[config.mk]
export PLATFORM = sky130hd
export DESIGN_NAME = scanline_texel_address_generator
export DESIGN_NICKNAME = d
export VERILOG_FILES = /design/src/rtl/stag_pkg.sv /design/src/rtl/stag_classify.sv /design/src/rtl/stag_mult.sv /design/src/rtl/stag_compose.sv /design/src/rtl/scanline_texel_address_generator.sv
export SDC_FILE = /design/constraint.sdc
export NUM_CORES = 2
export LEC_CHECK = 0
export BUFFER_PORTS_ARGS = -buffer_cell sky130_fd_sc_hd__buf_2
export CAP_MARGIN = 25
export CORE_ASPECT_RATIO = 1.4
export CORE_UTILIZATION = 35
export CTS_BUF_LIST = sky130_fd_sc_hd__clkbuf_4 sky130_fd_sc_hd__clkbuf_8
export CTS_CLUSTER_DIAMETER = 60
export DETAILED_ROUTE_END_ITERATION = 16
export GPL_TIMING_DRIVEN = 0
export HOLD_SLACK_MARGIN = 0.06
export SYNTH_ARGS = -nofsm -noshare
export SYNTH_HDL_FRONTEND = slang
export SYNTH_SLANG_ARGS = --single-unit
[constraint.sdc]
create_clock -name clk -period 21.3 [get_ports clk]
set_clock_uncertainty 0.2 [all_clocks]
set_input_delay 2.13 -clock clk [delete_from_list [all_inputs] [get_ports clk]]
set_output_delay 2.13 -clock clk [all_outputs]
set_load 0.005 [all_outputs]
[src/rtl/stag_pkg.sv]
//----------------------------------------------------------------------------
// stag_pkg
// Shared types and constants for the scanline texel address generator.
//----------------------------------------------------------------------------
package stag_pkg;

  localparam int SCREEN_WIDTH_DEF = 640;

  // Texture selector codes.
  localparam logic [1:0] SEL_BACK  = 2'd0;
  localparam logic [1:0] SEL_ROAD  = 2'd1;
  localparam logic [1:0] SEL_LEFT  = 2'd2;
  localparam logic [1:0] SEL_RIGHT = 2'd3;

  // Configuration register indexes.
  localparam logic [2:0] REG_ZOOM_STEP     = 3'd0;
  localparam logic [2:0] REG_BORDER_PX     = 3'd1;
  localparam logic [2:0] REG_VIEW_X        = 3'd2;
  localparam logic [2:0] REG_BACK_DRIFT_X  = 3'd3;
  localparam logic [2:0] REG_BACK_DRIFT_Y  = 3'd4;
  localparam logic [2:0] REG_FRONT_DRIFT_X = 3'd5;
  localparam logic [2:0] REG_FRONT_DRIFT_Y = 3'd6;

  // Load enables, one per pipeline stage.
  typedef struct packed {
    logic a;
    logic b;
    logic c;
    logic d;
    logic e;
  } stag_adv_t;

  // Span decision, leaving the classifier.
  typedef struct packed {
    logic               off;
    logic               wrap;
    logic [1:0]         sel;
    logic [6:0]         row;
    logic [12:0]        delta;
    logic [9:0]         base;
    logic signed [16:0] shift;
  } stag_cls_t;

  // Products, leaving the multiplier stage.
  typedef struct packed {
    logic               off;
    logic               wrap;
    logic [1:0]         sel;
    logic [6:0]         row;
    logic [28:0]        step;
    logic [25:0]        base;
    logic signed [16:0] shift;
  } stag_prod_t;

  // Finished texel address.
  typedef struct packed {
    logic [6:0] col;
    logic [6:0] row;
    logic [1:0] sel;
  } stag_out_t;

endpackage

[src/rtl/stag_classify.sv]
//----------------------------------------------------------------------------
// stag_classify
// Two stages: edge and border arithmetic, then span selection and start.
//----------------------------------------------------------------------------
module stag_classify #(
  parameter int SCREEN_WIDTH = stag_pkg::SCREEN_WIDTH_DEF
) (
  input  logic               clk,
  input  stag_pkg::stag_adv_t adv,
  input  logic [9:0]         pixel_x,
  input  logic [15:0]        edge_a,
  input  logic [15:0]        edge_b,
  input  logic [15:0]        edge_c,
  input  logic [15:0]        edge_d,
  input  logic [15:0]        world_row,
  input  logic [11:0]        border_px,
  input  logic [15:0]        view_x,
  input  logic [15:0]        back_drift_x,
  input  logic [15:0]        back_drift_y,
  input  logic [15:0]        front_drift_x,
  input  logic [15:0]        front_drift_y,
  output stag_pkg::stag_cls_t cls
);
  import stag_pkg::*;

  localparam logic [10:0] ScreenW = 11'(SCREEN_WIDTH);

  logic signed [17:0] pe, ea, eb, ec, ed, bp, span;
  logic signed [17:0] re_a_next, le_b_next, re_c_next, mid_next, le_d_next;

  // Stage A registers.
  logic [9:0]         a_p;
  logic signed [17:0] a_ea, a_eb, a_ec, a_ed;
  logic signed [17:0] a_re_a, a_le_b, a_re_c, a_mid, a_le_d;
  logic               a_lt_a, a_lt_b, a_lt_c, a_lt_d, a_ovl, a_off;
  logic [6:0]         a_wrow;

  // Stage B logic.
  logic signed [17:0] bpe, le_m, re_m, start, start0, dsub;
  logic               wrap;
  logic [1:0]         sel;
  logic [15:0]        dx, dy;
  stag_cls_t          cls_next;

  always_comb begin
    pe   = signed'({8'b0, pixel_x});
    ea   = {{2{edge_a[15]}}, edge_a};
    eb   = {{2{edge_b[15]}}, edge_b};
    ec   = {{2{edge_c[15]}}, edge_c};
    ed   = {{2{edge_d[15]}}, edge_d};
    bp   = signed'({6'b0, border_px});
    span = ec - eb;
    re_a_next = ea - bp;
    le_b_next = eb + bp;
    re_c_next = ec - bp;
    mid_next  = eb + (span >>> 1);
    le_d_next = ed + bp;
  end

  always_ff @(posedge clk) begin
    if (adv.a) begin
      a_p    <= pixel_x;
      a_ea   <= ea;
      a_eb   <= eb;
      a_ec   <= ec;
      a_ed   <= ed;
      a_re_a <= re_a_next;
      a_le_b <= le_b_next;
      a_re_c <= re_c_next;
      a_mid  <= mid_next;
      a_le_d <= le_d_next;
      a_lt_a <= pe < ea;
      a_lt_b <= pe < eb;
      a_lt_c <= pe < ec;
      a_lt_d <= pe < ed;
      a_ovl  <= le_b_next > re_c_next;
      a_off  <= {1'b0, pixel_x} >= ScreenW;
      a_wrow <= world_row[6:0];
    end
  end

  always_comb begin
    bpe  = signed'({8'b0, a_p});
    // Borders that would overlap both meet at the middle of the span.
    le_m = a_ovl ? a_mid : a_le_b;
    re_m = a_ovl ? a_mid : a_re_c;
    sel   = SEL_BACK;
    wrap  = 1'b1;
    start = '0;
    if (a_lt_a) begin
      if (bpe < a_re_a) begin
        sel   = SEL_BACK;
        wrap  = 1'b1;
        start = '0;
      end else begin
        sel   = SEL_RIGHT;
        wrap  = 1'b0;
        start = a_re_a;
      end
    end else if (a_lt_b) begin
      sel   = SEL_ROAD;
      wrap  = 1'b1;
      start = a_ea;
    end else if (a_lt_c) begin
      if (bpe < le_m) begin
        sel   = SEL_LEFT;
        wrap  = 1'b0;
        start = a_eb;
      end else if (bpe < re_m) begin
        sel   = SEL_BACK;
        wrap  = 1'b1;
        start = le_m;
      end else begin
        sel   = SEL_RIGHT;
        wrap  = 1'b0;
        start = re_m;
      end
    end else if (a_lt_d) begin
      sel   = SEL_ROAD;
      wrap  = 1'b1;
      start = a_ec;
    end else if (bpe < a_le_d) begin
      sel   = SEL_LEFT;
      wrap  = 1'b0;
      start = a_ed;
    end else begin
      sel   = SEL_BACK;
      wrap  = 1'b1;
      start = a_le_d;
    end

    // A wrapped span never starts left of the screen, and its start never
    // passes the pixel, so the clamped start fits in a pixel column.
    start0 = start[17] ? '0 : start;
    dsub   = bpe - (wrap ? start0 : start);

    dx = (sel == SEL_ROAD) ? front_drift_x : back_drift_x;
    case (sel)
      SEL_ROAD: dy = front_drift_y;
      SEL_BACK: dy = back_drift_y;
      default:  dy = '0;
    endcase

    cls_next.off   = a_off;
    cls_next.wrap  = wrap;
    cls_next.sel   = sel;
    cls_next.row   = dy[6:0] - a_wrow;
    cls_next.delta = dsub[12:0];
    cls_next.base  = start0[9:0];
    cls_next.shift = signed'({view_x[15], view_x}) + signed'({dx[15], dx});
  end

  always_ff @(posedge clk) begin
    if (adv.b) begin
      cls <= cls_next;
    end
  end

endmodule

[src/rtl/stag_mult.sv]
//----------------------------------------------------------------------------
// stag_mult
// Multiplier stage: scales the in-span distance and the span start by zoom.
//----------------------------------------------------------------------------
module stag_mult (
  input  logic                clk,
  input  stag_pkg::stag_adv_t  adv,
  input  logic [15:0]         zoom_step,
  input  stag_pkg::stag_cls_t  cls,
  output stag_pkg::stag_prod_t prod
);
  import stag_pkg::*;

  always_ff @(posedge clk) begin
    if (adv.c) begin
      prod.off   <= cls.off;
      prod.wrap  <= cls.wrap;
      prod.sel   <= cls.sel;
      prod.row   <= cls.row;
      prod.shift <= cls.shift;
      prod.step  <= 29'(cls.delta) * 29'(zoom_step);
      prod.base  <= 26'(cls.base) * 26'(zoom_step);
    end
  end

endmodule

[src/rtl/stag_compose.sv]
//----------------------------------------------------------------------------
// stag_compose
// Two stages: span origin with truncation toward zero and border
// saturation, then the final column sum into the output register.
//----------------------------------------------------------------------------
module stag_compose (
  input  logic                clk,
  input  stag_pkg::stag_adv_t  adv,
  input  stag_pkg::stag_prod_t prod,
  output stag_pkg::stag_out_t  res
);
  import stag_pkg::*;

  logic signed [27:0] sum, adj;

  // Stage D registers.
  logic       d_off, d_wrap;
  logic [1:0] d_sel;
  logic [6:0] d_row, d_org, d_step;
  logic [3:0] d_bcol;

  always_comb begin
    sum = signed'({2'b0, prod.base}) + signed'({{3{prod.shift[16]}}, prod.shift, 8'b0});
    // Adding 255 to a negative sum makes the shift round toward zero.
    adj = sum + (sum[27] ? 28'sd255 : 28'sd0);
  end

  always_ff @(posedge clk) begin
    if (adv.d) begin
      d_off  <= prod.off;
      d_wrap <= prod.wrap;
      d_sel  <= prod.sel;
      d_row  <= prod.row;
      d_org  <= adj[14:8];
      d_step <= prod.step[14:8];
      d_bcol <= (|prod.step[28:12]) ? 4'hf : prod.step[11:8];
    end
  end

  always_ff @(posedge clk) begin
    if (adv.e) begin
      if (d_off) begin
        res <= '0;
      end else begin
        res.sel <= d_sel;
        res.row <= d_row;
        res.col <= d_wrap ? (d_org + d_step) : {3'b0, d_bcol};
      end
    end
  end

endmodule

[src/rtl/scanline_texel_address_generator.sv]
//----------------------------------------------------------------------------
// scanline_texel_address_generator
// Maps a screen pixel to a texture selector and a texel row and column.
//----------------------------------------------------------------------------
// Usage:
//   s_axis carries one pixel per transfer (column, four road edges and the
//   world row); m_axis returns one texel address per pixel, in order.
//   The cfg channel writes the seven registers by index; it is always ready.
//   It must be written only while no pixel is in flight; the block itself
//   does not enforce this.
// Pipeline: edge arithmetic, span selection, the zoom multipliers, the span
//   origin and the final column sum; every stage has its own valid bit.
// Throughput: one pixel per cycle while m_axis_tready is high.
// Stall: when m_axis_tready is low the result stays in the output register
//   and stages upstream keep loading until they hold valid data, so input
//   is still accepted while bubbles remain.
// Reset: all valid bits clear and the registers return to zoom 1.0,
//   a border of 16 pixels and zero offsets.
//----------------------------------------------------------------------------
module scanline_texel_address_generator #(
  parameter int SCREEN_WIDTH = stag_pkg::SCREEN_WIDTH_DEF
) (
  input  logic        clk,
  input  logic        rst,
  input  logic        s_axis_tvalid,
  output logic        s_axis_tready,
  // pixel_x[9:0], edge_a[25:10], edge_b[41:26], edge_c[57:42],
  // edge_d[73:58], world_row[89:74], zero fill[95:90]
  input  logic [95:0] s_axis_tdata,
  output logic        m_axis_tvalid,
  input  logic        m_axis_tready,
  // texture_select[1:0], texel_row[8:2], texel_col[15:9]
  output logic [15:0] m_axis_tdata,
  input  logic        cfg_valid,
  output logic        cfg_ready,
  input  logic [2:0]  cfg_index,
  input  logic [15:0] cfg_data
);
  import stag_pkg::*;

  logic [15:0] zoom_step;
  logic [11:0] border_px;
  logic [15:0] view_x, back_drift_x, back_drift_y, front_drift_x, front_drift_y;

  logic [4:0]  valid;
  stag_adv_t   adv;
  stag_cls_t   cls;
  stag_prod_t  prod;
  stag_out_t   res;

  assign cfg_ready = 1'b1;

  always_ff @(posedge clk) begin
    if (rst) begin
      zoom_step     <= 16'd256;
      border_px     <= 12'd16;
      view_x        <= '0;
      back_drift_x  <= '0;
      back_drift_y  <= '0;
      front_drift_x <= '0;
      front_drift_y <= '0;
    end else if (cfg_valid && cfg_ready) begin
      case (cfg_index)
        REG_ZOOM_STEP:     zoom_step     <= cfg_data;
        REG_BORDER_PX:     border_px     <= cfg_data[11:0];
        REG_VIEW_X:        view_x        <= cfg_data;
        REG_BACK_DRIFT_X:  back_drift_x  <= cfg_data;
        REG_BACK_DRIFT_Y:  back_drift_y  <= cfg_data;
        REG_FRONT_DRIFT_X: front_drift_x <= cfg_data;
        REG_FRONT_DRIFT_Y: front_drift_y <= cfg_data;
        default: ;
      endcase
    end
  end

  // A stage loads when it is empty or the stage after it loads.
  always_comb begin
    adv.e = !valid[4] || m_axis_tready;
    adv.d = !valid[3] || adv.e;
    adv.c = !valid[2] || adv.d;
    adv.b = !valid[1] || adv.c;
    adv.a = !valid[0] || adv.b;
  end

  assign s_axis_tready = adv.a;

  always_ff @(posedge clk) begin
    if (rst) begin
      valid <= '0;
    end else begin
      if (adv.a) valid[0] <= s_axis_tvalid;
      if (adv.b) valid[1] <= valid[0];
      if (adv.c) valid[2] <= valid[1];
      if (adv.d) valid[3] <= valid[2];
      if (adv.e) valid[4] <= valid[3];
    end
  end

  stag_classify #(
    .SCREEN_WIDTH(SCREEN_WIDTH)
  ) u_classify (
    .clk           (clk),
    .adv           (adv),
    .pixel_x       (s_axis_tdata[9:0]),
    .edge_a        (s_axis_tdata[25:10]),
    .edge_b        (s_axis_tdata[41:26]),
    .edge_c        (s_axis_tdata[57:42]),
    .edge_d        (s_axis_tdata[73:58]),
    .world_row     (s_axis_tdata[89:74]),
    .border_px     (border_px),
    .view_x        (view_x),
    .back_drift_x  (back_drift_x),
    .back_drift_y  (back_drift_y),
    .front_drift_x (front_drift_x),
    .front_drift_y (front_drift_y),
    .cls           (cls)
  );

  stag_mult u_mult (
    .clk       (clk),
    .adv       (adv),
    .zoom_step (zoom_step),
    .cls       (cls),
    .prod      (prod)
  );

  stag_compose u_compose (
    .clk  (clk),
    .adv  (adv),
    .prod (prod),
    .res  (res)
  );

  assign m_axis_tvalid = valid[4];
  assign m_axis_tdata  = res;

endmodule

After elaboration in Yosys (flattened, before gate mapping)
Cells that the tools add are included.
{ "classes": {"n_addsub": 12, "multipliers": 2, "order_cmp": 10, "eq_ne": 7, "n_mux": 32, "n_bitwise": 1, "reduce_logical": 21} }
{ "ops": {"columns": ["cell", "count"], "rows": [
  ["$mux W18", 10],
  ["$lt A11 B18 Y1", 4],
  ["$lt A11 B16 Y1", 4],
  ["$add A16 B13 Y17", 2],
  ["$add A16 B16 Y17", 2],
  ["$sub A16 B13 Y17", 2],
  ["$mul A13 B16 Y29", 1],
  ["$add A27 B25 Y28", 1],
  ["$mul A10 B16 Y26", 1],
  ["$mux W13", 2],
  ["$gt A18 B18 Y1", 1],
  ["$reduce_or A17 Y1", 1],
  ["$sub A16 B16 Y17", 1],
  ["$mux W16", 1],
  ["$mux W2", 8],
  ["$add A15 B15 Y15", 1],
  ["$pmux W7 S2", 1],
  ["$reduce_and A2 Y1", 7],
  ["$sub A11 B13 Y13", 1],
  ["$ge A10 B10 Y1 const B", 1],
  ["$eq A3 B3 Y1 const B", 3],
  ["$mux W1", 8],
  ["$mux W8", 1],
  ["$add A7 B7 Y7", 1],
  ["other kinds (11)", 20]
]} }
{ "totals": {"register_bits": 451, "inputBits": 120} }

Logic depth before layout (Yosys ltp)
{ "logic_depth": {"depth_word": 10, "depth_mapped": 28, "ltp_nobuf": 28} }

Cells and area by module
A second synthesis with hierarchy kept.
{ "hier_totals": {"cells_unflattened": 3514, "area_unflattened_um2": 36633.9} }
{ "by_module_without_submodules": {"columns": ["mod", "n_inst", "cells_each", "area_per_inst_um2"], "rows": [
  ["stag_classify", 1, 1416, 15220.8],
  ["stag_mult", 1, 1487, 14337.5],
  ["scanline_texel_address_generator", 1, 406, 4493.1],
  ["stag_compose", 1, 205, 2582.5]
]} }

Least setup slack after synthesis
No wires, ideal clock.
{ "synth_path": {"path_type": "in2out", "start": "input m_axis_tready", "end": "output s_axis_tready", "t_arrival_ns": 6.299, "t_required_ns": 18.970, "setup_slack_ns": 12.671, "cell_stages": 3, "path_buffers": 0, "cell_sequence": "nor2b_1 > and3_1 > nand3_1"} }
{ "synth_via": {"elab_chain_cells": 5} }
{ "synth_lines": {"columns": ["item", "line", "rtl"], "rows": [
  ["start, declared", "scanline_texel_address_generator.sv:31", "input logic m_axis_tready,"],
  ["$logic_or A1 B1 Y1", "scanline_texel_address_generator.sv:78", "adv.e = !valid[4] || m_axis_tready;"],
  ["$logic_or A1 B1 Y1", "scanline_texel_address_generator.sv:79", "adv.d = !valid[3] || adv.e;"],
  ["$logic_or A1 B1 Y1", "scanline_texel_address_generator.sv:80", "adv.c = !valid[2] || adv.d;"],
  ["$logic_or A1 B1 Y1", "scanline_texel_address_generator.sv:81", "adv.b = !valid[1] || adv.c;"],
  ["$logic_or A1 B1 Y1", "scanline_texel_address_generator.sv:82", "adv.a = !valid[0] || adv.b;"],
  ["end, declared", "scanline_texel_address_generator.sv:26", "output logic s_axis_tready,"]
]} }
No other way between the ends.

==> impl_metrics.csv <==
group,metric,value,unit
final_layout,final_area,38870,µm²
power_and_ir_drop,p_leak,0.01823,µW
final_layout,multi_input_area,20650,µm²
yosys,synth_fa_ha_area_share,28.70,%
sta,tightest_slew,1.039,ns
sta,rsz0062_at_grt,"no",
final_layout,drive_gt1_share,8.385,%
power_and_ir_drop,p_total,2646,µW
flow_run,cap_viol_max_count,0,
sta,hold_violations,0,
yosys,synthDistinctLibCells,90,
final_layout,seq_area,11960,µm²
sta,fin_crit,7.758,ns
global_routing,grt_pass1_vias,26423,
drt,drtIter0Drc,1285,
worst_setup_path,r2r_cells,27,
floorplanning,die_h,375.6,µm
worst_setup_path,crit_path_max_fanout,10,
hold_path,hold_path.class,"flip-flop to flip-flop",
yosys,netlist_area,34900,µm²
status,status,"finished, final reports clean",
yosys,async_flop_share,0,%
cts,cts_buffers,76,
worst_setup_path,r2r_slack,13.54,ns
final_layout,fin_nets,4440,
worst_setup_path,worst_ep_required_time,21.59,ns
drt,drc,0,
drt,drtPass1Iterations,7,
cts,clkLatencyLatePin,0.70,ns
cts,cts_tree,"done",
place,dp_hpwl,78680,µm
final_layout,area_delta_synth_final,11.40,%
drt,vias_per_cell,5.039,
yosys,synthSimpleGateAreaFrac,13.77,%
place,dpl-instance-area,37340,µm²
cts,cts_post_setup_buffers_inserted,0,
global_routing,grt_max_degree,59,
yosys,ys_seq_area_share,34.28,%
drt,route.antenna.remaining_nets,0,
yosys,synth_top_family_by_area,"adder cells",
yosys,avgSynthCellArea,10.04,µm²
floorplanning,io_pins,139,
global_routing,antenna_found_initial,16,
sta,finalCritPeriodShare,36.42,%
global_routing,grt_pass1_wl,147500,µm
global_routing,overflow,0,
cts,cts.htree.levels,3,
yosys,syn_nets,4232,
cts,root_buffer,"clkbuf_8",
cts,cts.path.max_buffers,3,
floorplanning,die_w,268.9,µm
place,gp_congestion,0.8982,
yosys,synth.area.mux_share,2.015,%
hold_path,hold_path_depth,0,
yosys,yosys_warnings,0,
floorplanning,dieArea,101000,µm²
sta,timing.setup.tns,0,ns
global_routing,grtUsageTotal,19.43,%
worst_setup_path,endpoint_kind,"flip-flop",
sta,finalSetupViolations,0,
power_and_ir_drop,power_density,68.07,nW/µm²
place,portBuffers,121,
floorplanning,core,98520,µm²
worst_setup_path,worstPathArrival,8.05,ns
worst_setup_path,start_kind,"flip-flop",
yosys,synth_ff_type,"edfxtp_1",
drt,vias,25507,
yosys,synth_compound_area_share,10.68,%
sta,slew_violations,0,
final_layout,fillers,9822,
drt,wl_per_cell,18.94,µm
floorplanning,initial_core_util,35.42,%
drt,drt-total-wl,95860,µm
final_layout,layout_common_cells,"inv_1, nand2_1, ha_1",
sta,fmax,128.9,MHz
yosys,synthCells,3476,
cts,cts_resized,0,
cts,holdBufCountCts,0,
power_and_ir_drop,peakVddDrop,0.04111,mV
cts,clk_pin_slew,0.06,ns
floorplanning,core.rowCount,136,
cts,cts.sinks,430,
final_layout,final_common_cell,"inv_1",
yosys,synth_edf_count,335,
yosys,synth_xor_area_share,3.940,%
yosys,ys_ff_latch,430,
worst_setup_path,worstSetupPathType,"flip-flop to flip-flop",
sta,relSlewSlack,30.22,%
-- flip-flops by register name, summed over array words and instances (netlist names), 12 cells and up --
register,flops
u_classify.a_re_c,17
u_mult.prod,75
u_classify.a_ed,14
u_classify.a_eb,14
front_drift_x,16
u_classify.cls,51
view_x,16
u_compose.res,16
u_classify.a_le_d,17
zoom_step,16
border_px,12
u_classify.a_le_b,17
back_drift_x,16
u_classify.a_mid,17
u_classify.a_ec,14
u_classify.a_re_a,17
u_classify.a_ea,14
-- final timing paths --
kind | from | end
setup / recovery | u_classify.a_ovl | u_classify.cls[39]
hold / removal | u_classify.cls[5] | u_mult.prod[5]
setup reg to reg | u_classify.a_ovl | u_classify.cls[39]
hold reg to reg | u_classify.cls[5] | u_mult.prod[5]
-- per-layer routing --
layer  vias to the layer above  global-route usage (%)  part of all wire, %
li1                      12112                       -                    -
met1                     12491                   20.26                   36
met2                       637                   36.28                   53
met3                       247                   3.321                  4.7
met4                        20                   10.73                  5.7
met5                         -                       0                 0.13
-- critical path, cell delays in order, from the launching register on --
cell and delay (ns):
edfxtp_1 0.66, buf_6 0.22, clkbuf_1 0.49, buf_2 0.42, mux2i_1 0.34, ha_1 0.31
a41o_1 0.25, a2111oi_2 0.45, a221oi_2 0.20, nor2_1 0.40, buf_2 0.34, a31oi_1 0.12
o21ai_0 0.21, o221ai_1 0.24, nor2_1 0.31, ha_1 0.23, inv_1 0.05, fa_1 0.39
nand2_1 0.07, nand2_1 0.05, a21oi_1 0.21, o21ai_0 0.11, a21oi_1 0.24, o21bai_1 0.09
a21oi_1 0.24, o21ai_0 0.27, mux2i_1 0.19, a311oi_2 0.25
-- kinds of logic after synthesis --
family / Yosys count
simple gates: 1009
xor+xnor: 157
mux: 68
flops: 430
compound gates: 567
buf+inv: 608
other cells: 1
fa+ha+maj: 636
-- power breakdown --
part / total (µW) / internal, µW / switching [µW]
clock network: 776 / 421 / 355
logic: 760 / 303 / 457
registers: 1110 / 1030 / 78.5
total: 2650 / 1760 / 890
-- Yosys cell counts, types with 43 or more instances --
master,number,area [µm²]
nor2b_1,49,306.5
mux2i_1,50,500.5
inv_1,502,1884
edfxtp_1,335,10060
nand2_1,454,1704
nor3_1,47,235.2
xnor2_1,114,998.5
fa_1,274,5485
clkbuf_1,90,337.8
nor2_1,144,540.5
o21ai_0,72,360.4
ha_1,362,4529
xor2_1,43,376.6
a21oi_1,213,1066
dfxtp_1,95,1902
and2_1,169,1057
a21o_1,71,533.0
-- metrics by stage --
step,hold slack (ns),setup slack [ns],util [%],std cells
after floorplan,0.2003,12.67,-,3476
after global placement,0.2014,8.542,37.70,4908
after detailed placement,0.2045,13.64,37.90,4916
after CTS,0.2042,13.64,39.43,5055
after global routing,0.2123,13.18,39.45,5059
final,0.2068,13.54,39.46,5062
-- layout make-up --
cell class,instances,share of cell area (%)
multi-input cells,2438,53.12
clock inverters,37,0.6566
diodes,6,0.03862
inverters,505,4.883
well taps,1311,4.219
flip-flops and latches,430,30.77
clock buffers,102,3.225
plain buffers,103,1.056
repair buffers,130,2.037
Note: power is estimated with default switching activity, not from simulation.
